--- config.mk ---
export PLATFORM = sky130hd
export DESIGN_NAME = pedal_to_torque_map
export DESIGN_NICKNAME = d
export VERILOG_FILES = /design/src/rtl/ptm_pkg.sv /design/src/rtl/ptm_front.sv /design/src/rtl/ptm_queue.sv /design/src/rtl/ptm_back.sv /design/src/rtl/pedal_to_torque_map.sv
export SDC_FILE = /design/constraint.sdc
export NUM_CORES = 2
export LEC_CHECK = 0
export ABC_AREA = 1
export BUFFER_PORTS_ARGS = -buffer_cell sky130_fd_sc_hd__buf_4
export CORE_UTILIZATION = 60
export CTS_BUF_LIST = sky130_fd_sc_hd__clkbuf_4 sky130_fd_sc_hd__clkbuf_8
export DETAILED_ROUTE_END_ITERATION = 8
export HOLD_SLACK_MARGIN = 0.03
export PLACE_DENSITY = 0.79
export SKIP_CTS_REPAIR_TIMING = 1
export SYNTH_ARGS = -nofsm -noshare
export SYNTH_HDL_FRONTEND = slang
export SYNTH_SLANG_ARGS = --single-unit
--- constraint.sdc ---
create_clock -name clk -period 21.1 [get_ports clk]
set_input_delay 2.11 -clock clk [delete_from_list [all_inputs] [get_ports clk]]
set_output_delay 2.11 -clock clk [all_outputs]
set_load 0.02 [all_outputs]
--- src/rtl/ptm_pkg.sv ---
// types and constants of the pedal to torque map
`default_nettype none
package ptm_pkg;

  localparam int PEDAL_BITS_DEF  = 17;
  localparam int TORQUE_BITS_DEF = 16;
  localparam int CFG_IDX_BITS    = 3;
  localparam int QUEUE_DEPTH     = 4;
  localparam int QPTR_BITS       = $clog2(QUEUE_DEPTH);
  localparam int QCNT_BITS       = $clog2(QUEUE_DEPTH + 1);

  // register reset values
  localparam int RST_ERROR_BELOW    = 0;
  localparam int RST_REGEN_FULL_TOP = 1638;
  localparam int RST_REGEN_RAMP_TOP = 3277;
  localparam int RST_COAST_TOP      = 4915;
  localparam int RST_ACCEL_RAMP_TOP = 14746;
  localparam int RST_PEDAL_TOP      = 16384;
  localparam int RST_REGEN_TORQUE   = 0;
  localparam int RST_DRIVE_LIMIT    = 0;

  typedef enum logic [2:0] {
    ZONE_ERROR      = 3'd0,
    ZONE_REGEN_FULL = 3'd1,
    ZONE_REGEN_RAMP = 3'd2,
    ZONE_COAST      = 3'd3,
    ZONE_ACCEL_RAMP = 3'd4,
    ZONE_ACCEL_FULL = 3'd5
  } zone_t;

  typedef enum logic [CFG_IDX_BITS-1:0] {
    REG_ERROR_BELOW    = 3'd0,
    REG_REGEN_FULL_TOP = 3'd1,
    REG_REGEN_RAMP_TOP = 3'd2,
    REG_COAST_TOP      = 3'd3,
    REG_ACCEL_RAMP_TOP = 3'd4,
    REG_PEDAL_TOP      = 3'd5,
    REG_REGEN_TORQUE   = 3'd6,
    REG_DRIVE_LIMIT    = 3'd7
  } cfg_reg_t;

  // per-word control carried from classifier to divider
  typedef struct packed {
    logic  neg;
    zone_t zone;
  } ptm_ctrl_t;

endpackage
`default_nettype wire

--- src/rtl/ptm_front.sv ---
// classifier: sorts a pedal word into its zone and sets up the ramp fraction
`default_nettype none
module ptm_front #(
  parameter int PW = 17,
  parameter int TW = 16
) (
  input  logic signed [PW-1:0] pedal,
  input  logic signed [PW-1:0] err_lo,
  input  logic signed [PW-1:0] rf_top,
  input  logic signed [PW-1:0] rr_top,
  input  logic signed [PW-1:0] co_top,
  input  logic signed [PW-1:0] ar_top,
  input  logic signed [PW-1:0] pd_top,
  input  logic signed [TW-1:0] regen,
  input  logic signed [TW-1:0] drive,
  output ptm_pkg::ptm_ctrl_t   ctrl,
  output logic [PW-1:0]        num,
  output logic [PW-1:0]        den,
  output logic [TW-1:0]        mag
);
  import ptm_pkg::*;

  logic signed [PW:0]   d_rr_p;
  logic signed [PW:0]   d_rr_rf;
  logic signed [PW:0]   d_p_co;
  logic signed [PW:0]   d_ar_co;
  logic signed [TW-1:0] lim;
  logic [TW-1:0]        lim_abs;
  zone_t                zone;

  // differences fit PW bits unsigned when the zone that uses them is hit
  assign d_rr_p  = {rr_top[PW-1], rr_top} - {pedal[PW-1], pedal};
  assign d_rr_rf = {rr_top[PW-1], rr_top} - {rf_top[PW-1], rf_top};
  assign d_p_co  = {pedal[PW-1], pedal} - {co_top[PW-1], co_top};
  assign d_ar_co = {ar_top[PW-1], ar_top} - {co_top[PW-1], co_top};

  always_comb begin
    if (pedal < err_lo) begin
      zone = ZONE_ERROR;
    end else if (pedal <= rf_top) begin
      zone = ZONE_REGEN_FULL;
    end else if (pedal <= rr_top) begin
      zone = ZONE_REGEN_RAMP;
    end else if (pedal <= co_top) begin
      zone = ZONE_COAST;
    end else if (pedal <= ar_top) begin
      zone = ZONE_ACCEL_RAMP;
    end else if (pedal <= pd_top) begin
      zone = ZONE_ACCEL_FULL;
    end else begin
      zone = ZONE_ERROR;
    end
  end

  assign lim     = (zone == ZONE_REGEN_FULL || zone == ZONE_REGEN_RAMP) ? regen : drive;
  assign lim_abs = lim[TW-1] ? (~lim + TW'(1)) : lim;

  // full zones run through the divider as 1/1, dead zones as 0/1
  always_comb begin
    num       = PW'(1);
    den       = PW'(1);
    mag       = lim_abs;
    ctrl.neg  = lim[TW-1];
    ctrl.zone = zone;
    unique case (zone)
      ZONE_REGEN_RAMP: begin
        num = d_rr_p[PW-1:0];
        den = d_rr_rf[PW-1:0];
      end
      ZONE_ACCEL_RAMP: begin
        num = d_p_co[PW-1:0];
        den = d_ar_co[PW-1:0];
      end
      ZONE_REGEN_FULL, ZONE_ACCEL_FULL: begin
        num = PW'(1);
      end
      default: begin
        num      = '0;
        mag      = '0;
        ctrl.neg = 1'b0;
      end
    endcase
  end

endmodule
`default_nettype wire

--- src/rtl/ptm_queue.sv ---
// short first-in first-out queue between classifier and divider
`default_nettype none
module ptm_queue #(
  parameter int W = 8
) (
  input  logic         clk,
  input  logic         rst_n,
  input  logic         push,
  input  logic [W-1:0] push_data,
  input  logic         pop,
  output logic [W-1:0] head,
  output logic         full,
  output logic         not_empty
);
  import ptm_pkg::*;

  logic [W-1:0]         entry_r [QUEUE_DEPTH];
  logic [QPTR_BITS-1:0] wr_ptr_r, wr_ptr_nxt;
  logic [QPTR_BITS-1:0] rd_ptr_r, rd_ptr_nxt;
  logic [QCNT_BITS-1:0] cnt_r, cnt_nxt;

  assign full      = (cnt_r == QCNT_BITS'(QUEUE_DEPTH));
  assign not_empty = (cnt_r != '0);
  assign head      = entry_r[rd_ptr_r];

  always_comb begin
    wr_ptr_nxt = push ? QPTR_BITS'(wr_ptr_r + 1'b1) : wr_ptr_r;
    rd_ptr_nxt = pop ? QPTR_BITS'(rd_ptr_r + 1'b1) : rd_ptr_r;
    cnt_nxt    = cnt_r;
    if (push && !pop) begin
      cnt_nxt = QCNT_BITS'(cnt_r + 1'b1);
    end else if (pop && !push) begin
      cnt_nxt = QCNT_BITS'(cnt_r - 1'b1);
    end
  end

  always_ff @(posedge clk) begin
    if (!rst_n) begin
      wr_ptr_r <= '0;
      rd_ptr_r <= '0;
      cnt_r    <= '0;
    end else begin
      wr_ptr_r <= wr_ptr_nxt;
      rd_ptr_r <= rd_ptr_nxt;
      cnt_r    <= cnt_nxt;
    end
  end

  always_ff @(posedge clk) begin
    if (push) begin
      entry_r[wr_ptr_r] <= push_data;
    end
  end

endmodule
`default_nettype wire

--- src/rtl/ptm_back.sv ---
// multiply then restoring divide pipeline, one quotient bit a stage
`default_nettype none
module ptm_back #(
  parameter int PW = 17,
  parameter int TW = 16
) (
  input  logic                 clk,
  input  logic                 rst_n,
  input  logic                 q_valid,
  input  ptm_pkg::ptm_ctrl_t   q_ctrl,
  input  logic [PW-1:0]        q_num,
  input  logic [PW-1:0]        q_den,
  input  logic [TW-1:0]        q_mag,
  output logic                 q_pop,
  output logic                 out_valid,
  input  logic                 out_ready,
  output logic [TW-1:0]        out_torque,
  output ptm_pkg::zone_t       out_zone
);
  import ptm_pkg::*;

  localparam int PR = PW + TW;

  logic              adv;
  logic [PR-1:0]     prod;

  // stage 0 holds the product split into its running remainder and low bits
  logic              vld_r  [TW+1];
  logic [PW-1:0]     rem_r  [TW+1];
  logic [TW-1:0]     low_r  [TW+1];
  logic [TW-1:0]     quo_r  [TW+1];
  logic [PW-1:0]     den_r  [TW+1];
  ptm_ctrl_t         ctrl_r [TW+1];

  logic              out_valid_r;
  logic [TW-1:0]     out_torque_r, out_torque_nxt;
  zone_t             out_zone_r;

  // the whole pipe moves unless a finished word waits at the output
  assign adv   = !out_valid_r || out_ready;
  assign q_pop = adv && q_valid;
  assign prod  = PR'(q_num) * PR'(q_mag);

  always_ff @(posedge clk) begin
    if (!rst_n) begin
      vld_r[0] <= 1'b0;
    end else if (adv) begin
      vld_r[0] <= q_valid;
    end
  end

  // product < den * 2^TW, so the top PW bits already sit below den
  always_ff @(posedge clk) begin
    if (adv) begin
      rem_r[0]  <= prod[PR-1:TW];
      low_r[0]  <= prod[TW-1:0];
      quo_r[0]  <= '0;
      den_r[0]  <= q_den;
      ctrl_r[0] <= q_ctrl;
    end
  end

  for (genvar k = 1; k <= TW; k++) begin : g_div
    logic [PW:0]   trial;
    logic [PW:0]   diff;
    logic          take;
    logic [PW-1:0] rem_nxt;

    assign trial   = {rem_r[k-1], low_r[k-1][TW-1]};
    assign diff    = trial - {1'b0, den_r[k-1]};
    assign take    = (trial >= {1'b0, den_r[k-1]});
    assign rem_nxt = take ? diff[PW-1:0] : trial[PW-1:0];

    always_ff @(posedge clk) begin
      if (!rst_n) begin
        vld_r[k] <= 1'b0;
      end else if (adv) begin
        vld_r[k] <= vld_r[k-1];
      end
    end

    always_ff @(posedge clk) begin
      if (adv) begin
        rem_r[k]  <= rem_nxt;
        low_r[k]  <= {low_r[k-1][TW-2:0], 1'b0};
        quo_r[k]  <= {quo_r[k-1][TW-2:0], take};
        den_r[k]  <= den_r[k-1];
        ctrl_r[k] <= ctrl_r[k-1];
      end
    end
  end

  assign out_torque_nxt = ctrl_r[TW].neg ? (~quo_r[TW] + TW'(1)) : quo_r[TW];

  always_ff @(posedge clk) begin
    if (!rst_n) begin
      out_valid_r <= 1'b0;
    end else if (adv) begin
      out_valid_r <= vld_r[TW];
    end
  end

  always_ff @(posedge clk) begin
    if (adv) begin
      out_torque_r <= out_torque_nxt;
      out_zone_r   <= ctrl_r[TW].zone;
    end
  end

  assign out_valid  = out_valid_r;
  assign out_torque = out_torque_r;
  assign out_zone   = out_zone_r;

endmodule
`default_nettype wire

--- src/rtl/pedal_to_torque_map.sv ---
// Pedal to torque map. Each pedal word (signed Q2.14) is sorted into one of six
// zones by six thresholds tested in order, first match winning: error, full
// regen, regen ramp, coast, accel ramp, full accel; a pedal above pedal_top is
// an error. Error and coast give zero torque, the full zones give the regen or
// drive limit, the ramps give trunc(fraction * limit) with the fraction taken
// across the ramp. The classifier takes one word per clock into a four-entry
// queue while it is not full; behind it a multiplier and a TORQUE_BITS-stage
// restoring divider (one quotient bit per stage) also take one word per clock
// while the output is not stalled, a sustained rate of one word per cycle. The
// user must write registers through cfg_wen/cfg_addr/cfg_wdata only while the
// block is idle; the block itself does not enforce this.
`default_nettype none
module pedal_to_torque_map #(
  parameter int PEDAL_BITS  = ptm_pkg::PEDAL_BITS_DEF,
  parameter int TORQUE_BITS = ptm_pkg::TORQUE_BITS_DEF
) (
  input  logic                                       clk,
  input  logic                                       rst_n,
  input  logic                                       in_tvalid,
  output logic                                       in_tready,
  // pedal_position
  input  logic [((PEDAL_BITS+7)/8)*8-1:0]            in_tdata,
  output logic                                       out_tvalid,
  input  logic                                       out_tready,
  // torque_out
  output logic [((TORQUE_BITS+7)/8)*8-1:0]           out_tdata,
  // zone
  output logic [2:0]                                 out_tuser,
  input  logic                                       cfg_wen,
  input  logic [ptm_pkg::CFG_IDX_BITS-1:0]           cfg_addr,
  input  logic [((PEDAL_BITS > TORQUE_BITS) ? PEDAL_BITS : TORQUE_BITS)-1:0] cfg_wdata
);
  import ptm_pkg::*;

  localparam int PW    = PEDAL_BITS;
  localparam int TW    = TORQUE_BITS;
  localparam int OUT_W = ((TW + 7) / 8) * 8;
  localparam int QW    = $bits(ptm_ctrl_t) + TW + 2 * PW;

  logic signed [PW-1:0] err_lo_r, rf_top_r, rr_top_r, co_top_r, ar_top_r, pd_top_r;
  logic signed [TW-1:0] regen_r, drive_r;

  ptm_ctrl_t     f_ctrl, h_ctrl;
  logic [PW-1:0] f_num, f_den, h_num, h_den;
  logic [TW-1:0] f_mag, h_mag;
  logic [QW-1:0] q_head;
  logic          q_full, q_not_empty, q_pop, push;
  logic [TW-1:0] torque;
  zone_t         zone;

  always_ff @(posedge clk) begin
    if (!rst_n) begin
      err_lo_r <= PW'(RST_ERROR_BELOW);
      rf_top_r <= PW'(RST_REGEN_FULL_TOP);
      rr_top_r <= PW'(RST_REGEN_RAMP_TOP);
      co_top_r <= PW'(RST_COAST_TOP);
      ar_top_r <= PW'(RST_ACCEL_RAMP_TOP);
      pd_top_r <= PW'(RST_PEDAL_TOP);
      regen_r  <= TW'(RST_REGEN_TORQUE);
      drive_r  <= TW'(RST_DRIVE_LIMIT);
    end else if (cfg_wen) begin
      unique case (cfg_reg_t'(cfg_addr))
        REG_ERROR_BELOW:    err_lo_r <= cfg_wdata[PW-1:0];
        REG_REGEN_FULL_TOP: rf_top_r <= cfg_wdata[PW-1:0];
        REG_REGEN_RAMP_TOP: rr_top_r <= cfg_wdata[PW-1:0];
        REG_COAST_TOP:      co_top_r <= cfg_wdata[PW-1:0];
        REG_ACCEL_RAMP_TOP: ar_top_r <= cfg_wdata[PW-1:0];
        REG_PEDAL_TOP:      pd_top_r <= cfg_wdata[PW-1:0];
        REG_REGEN_TORQUE:   regen_r  <= cfg_wdata[TW-1:0];
        REG_DRIVE_LIMIT:    drive_r  <= cfg_wdata[TW-1:0];
        default: ;
      endcase
    end
  end

  ptm_front #(.PW(PW), .TW(TW)) u_front (
    .pedal  (in_tdata[PW-1:0]),
    .err_lo (err_lo_r),
    .rf_top (rf_top_r),
    .rr_top (rr_top_r),
    .co_top (co_top_r),
    .ar_top (ar_top_r),
    .pd_top (pd_top_r),
    .regen  (regen_r),
    .drive  (drive_r),
    .ctrl   (f_ctrl),
    .num    (f_num),
    .den    (f_den),
    .mag    (f_mag)
  );

  assign in_tready = !q_full;
  assign push      = in_tvalid && !q_full;

  ptm_queue #(.W(QW)) u_queue (
    .clk       (clk),
    .rst_n     (rst_n),
    .push      (push),
    .push_data ({f_ctrl, f_mag, f_den, f_num}),
    .pop       (q_pop),
    .head      (q_head),
    .full      (q_full),
    .not_empty (q_not_empty)
  );

  assign {h_ctrl, h_mag, h_den, h_num} = q_head;

  ptm_back #(.PW(PW), .TW(TW)) u_back (
    .clk        (clk),
    .rst_n      (rst_n),
    .q_valid    (q_not_empty),
    .q_ctrl     (h_ctrl),
    .q_num      (h_num),
    .q_den      (h_den),
    .q_mag      (h_mag),
    .q_pop      (q_pop),
    .out_valid  (out_tvalid),
    .out_ready  (out_tready),
    .out_torque (torque),
    .out_zone   (zone)
  );

  assign out_tdata = OUT_W'(torque);
  assign out_tuser = zone;

endmodule
`default_nettype wire

==> key figures <==
STA
  – Worst-Margin Slew: 1.29 ns
  – Crit path time final: 8.88 ns
  – WHS: around 0.39 ns
  – Post-route setup TNS: 0 ns
  – RSZ-0062 raised after global routing: no
  – Fin Clk Skew: about 0.068 ns
  – Max-slew violation count: 0
  – Fmax: roughly 0.11 GHz
  – Final Hold Viols: 0
  – Worst slew margin: 14.0%
  – Final setup vio count: 0
  – Final period util: 42.1%

Layout
  – Final Net Count: 7644
  – Layout cell share with drive strength beyond 1: between 7 and 8%
  – Area added between synthesis and finish: 9.07%
  – Post-route cell area: about 76000 sq um

Floorplanning
  – Full die area: 118000 sq um
  – Io pins: 70
  – Die Wd: about 340 um
  – Die height: approximately 340 um
  – Core footprint: around 110000 sq um
  – Initial Util: about 61%
  – FP Rows: 124

Min path
  – WHS Path Cells: 0
  – Min-delay src: u_back.ctrl_r[0][7]
  – Hold Crit Class: register to register
  – End of the worst hold path: u_back.ctrl_r[0][11]

Synth
  – Sequential share of the synthesized area: 52.8%
  – Share of flip-flops with an asynchronous set or reset: 0%
  – Share of the synthesized area in the top cell type: roughly half
  – Area leader, netlist: edfxtp_1
  – Unique cell type count in the Yosys netlist: 64
  – Main synth FF type: edfxtp_1
  – Post-Syn Area: 70000 sq um
  – Ys Warns: 0
  – Top post-synthesis cells by area: edfxtp_1, ha_1, fa_1
  – Synth Register Bits: 1280
  – Synth Instances: about 6700
  – Syn Area/Cell: between 10 and 15 sq um
  – Post-synth EDFFs: between 1000 and 1500
  – Post-Syn Nets: 7480

Worst setup path
  – R2R depth: 23
  – CP Cell Sequence: inv_2, buf_4, buf_4, a21oi_1, a32oi_1, clkinv_1, nor2_1, fa_1, fa_1, fa_1, fa_1, fa_1, inv_1, fa_1, inv_1, ha_1, a21oi_1, a21boi_0, o21bai_1, a21oi_1, o21ai_1, a21oi_1, xor2_1
  – Max incr delay on CP: 0.72 ns
  – Critical Path AT: ~9.5 ns
  – Critical Path End Type: register
  – End of the worst register-to-register path: u_back.rem_r[0][13]
  – R2R Setup Slk: approximately 12 ns
  – WP data required: roughly 22 ns
  – Slowest CP cell: a32oi_1
  – Cell mode on critical path: fa_1
  – Worst-path fanout max: 45
  – Setup Crit Path Kind: register to register
  – Startpoint Class: register

Drt
  – Avg WL per Cell: 17.6 um
  – Final ANT Viol Nets: 0
  – Drt pass-1 iters: 6
  – Initial DRC count: about 3800
  – DRT Wirelength: 150 mm
  – Vias per cell: between 5 and 6
  – Remaining DRCs: 0
  – Via count: about 48000

Outcome
  – Status: finished, final reports clean

Placement
  – Post-DP Area: just over 70000 sq um
  – Port buffer count: between 60 and 70
  – Post-DP HPWL: approximately 110 mm
  – Final Wtd Congestion: 0.991

Global routing
  – GR Overflow Total: 0
  – Initial antenna violation count: 2
  – Overall Global Routing Usage: about a quarter
  – Vias in the first global route: 47325
  – Global-route wire length before repair: 240 mm
  – Largest net degree at the start of global routing: 208

Clock tree
  – Maximum root-to-sink buffer count: 3
  – CTS Buf Count: between 200 and 250
  – Root Buffer: clkbuf_8
  – Reg clk slew, reported paths: 0.06 ns
  – CTS tree: done
  – Clock latency on the worst-skew pair: between 0.9 and 1 ns
  – H-tree depth: 4
  – Clk sink count: roughly 1300

Job
  – Max-Cap Viols: 0
==> final cells by class <==
| class | count | area, sq um |
|---|---|---|
| timing repair buffer | 114 | 881 |
| clock inverter | 121 | 1030 |
| clock buffer | 247 | 3130 |
| sequential | 1280 | 37000 |
| fill | 8439 | 38600 |
| tap | 1512 | 1890 |
| inverter | 1034 | 3880 |
| antenna | 1 | 2.50 |
| multi-input combinational | 4218 | 28500 |
==> layout by cell type, fill, tap and decap left out, types with 20 or more instances in the layout <==
cell type  instances
a21oi_1          718
a31oi_1           20
a32oi_1           33
buf_4            112
clkbuf_4          43
clkbuf_8         204
clkinv_1          64
clkinv_2          31
dfxtp_1          144
edfxtp_1        1135
fa_1             228
ha_1             517
inv_1           1022
nand2_1          907
nand3_1          102
nand4_1           46
nor2_1           671
nor3_1            33
o211ai_1          30
o21ai_0          347
o21bai_1          27
o22ai_1           47
o31ai_1           21
xnor2_1          121
xor2_1           175
==> worst max-delay path, delay by kind of cell (launching register included) <==
family | cells | cell delay [ns]
flip-flops | 1 | 0.57
AND/OR/NAND/NOR | 1 | 0.29
AO/OA/AOI/OAI | 8 | 2.15
XOR/XNOR | 1 | 0.09
adder cells (fa/ha/maj) | 7 | 3.64
buffers and inverters | 6 | 1.85
==> cells by family (layout without fill, tap and decap cells) <==
logic type / after synthesis / count (layout) / share of synthesized area [%]
AOI/OAI and AO/OA: 1333 / 1333 / 10.5
xor gates and xnor gates: 296 / 296 / 3.70
adders and majority gates: 745 / 745 / 15.8
buffers and inverters: 1188 / 1516 / 6.44
DFF: 1280 / 1280 / 52.8
muxes: 3 / 3 / 0.0483
other: 0 / 1 / 0
and+or+nand+nor: 1841 / 1841 / 10.7
==> layer usage <==
metal	vias to the layer above	global-route usage (%)	wire, um
met2	1466	45.4	75600
met3	376	3.81	8730
met5	-	0	0
met1	22796	31.4	59700
met4	0	11.1	6010
li1	23065	-	-
==> state kept, by name (all words and copies together) (netlist names), 3 cells and up, named ones only <==
name and flops:
pd_top_r 17, rf_top_r 17, err_lo_r 17, u_back.rem_r 272, rr_top_r 17, u_back.low_r 136
u_back.vld_r 17, co_top_r 17, u_back.ctrl_r 68, u_back.den_r 272, u_back.out_torque 16, u_queue.entry_r 216
u_back.out_zone 3, regen_r 16, ar_top_r 17, drive_r 16, u_queue.cnt_r 3, u_back.quo_r 136
==> synth_stat cells (5+ instances only) <==
cell / n
nor4_1: 15
o211ai_1: 30
fa_1: 228
a32oi_1: 33
o31ai_1: 21
xnor2_1: 121
a21o_1: 12
o21a_1: 12
a21oi_1: 718
clkbuf_1: 132
nand4_1: 46
nand2_1: 907
ha_1: 517
clkinv_1: 8
a21boi_0: 10
buf_1: 11
nand3_1: 102
inv_1: 1023
a31oi_1: 20
o22ai_1: 47
o21ai_1: 5
nand2_2: 19
a211oi_1: 8
xor2_1: 175
nor2_1: 675
o221ai_1: 9
edfxtp_1: 1135
nor3_1: 33
o21bai_1: 27
dfxtp_1: 145
nand3b_1: 7
or2_2: 14
o21ai_0: 347
nand3_2: 7
==> metrics by stage <==
stage	std cells	utilization, %	worst slack [ns]
after CTS	8526	66.4	12.27
after global placement	8158	62.8	12.46
final	8527	66.4	12.22
after detailed placement	8158	62.8	12.29
after global routing	8527	66.4	11.69
after floorplan	6686	-	4.66
==> how the worst max path moves through the flow <==
| stage | startpoint | to | cells after the start |
|---|---|---|---|
| final | register | u_back.rem_r[0][13] | 23 |
| after global routing | register | u_back.rem_r[0][13] | 23 |
| after floorplan | out_tready | u_back.ctrl_r[0][0] | 2 |
| after detailed placement | register | u_back.rem_r[0][13] | 23 |
| after global placement | register | u_back.rem_r[0][13] | 23 |
| after CTS | register | u_back.rem_r[0][13] | 23 |
Power is left out: the tool's default activity adds up to more than one toggle a clock period on the data nets, which glitch-free logic cannot reach.
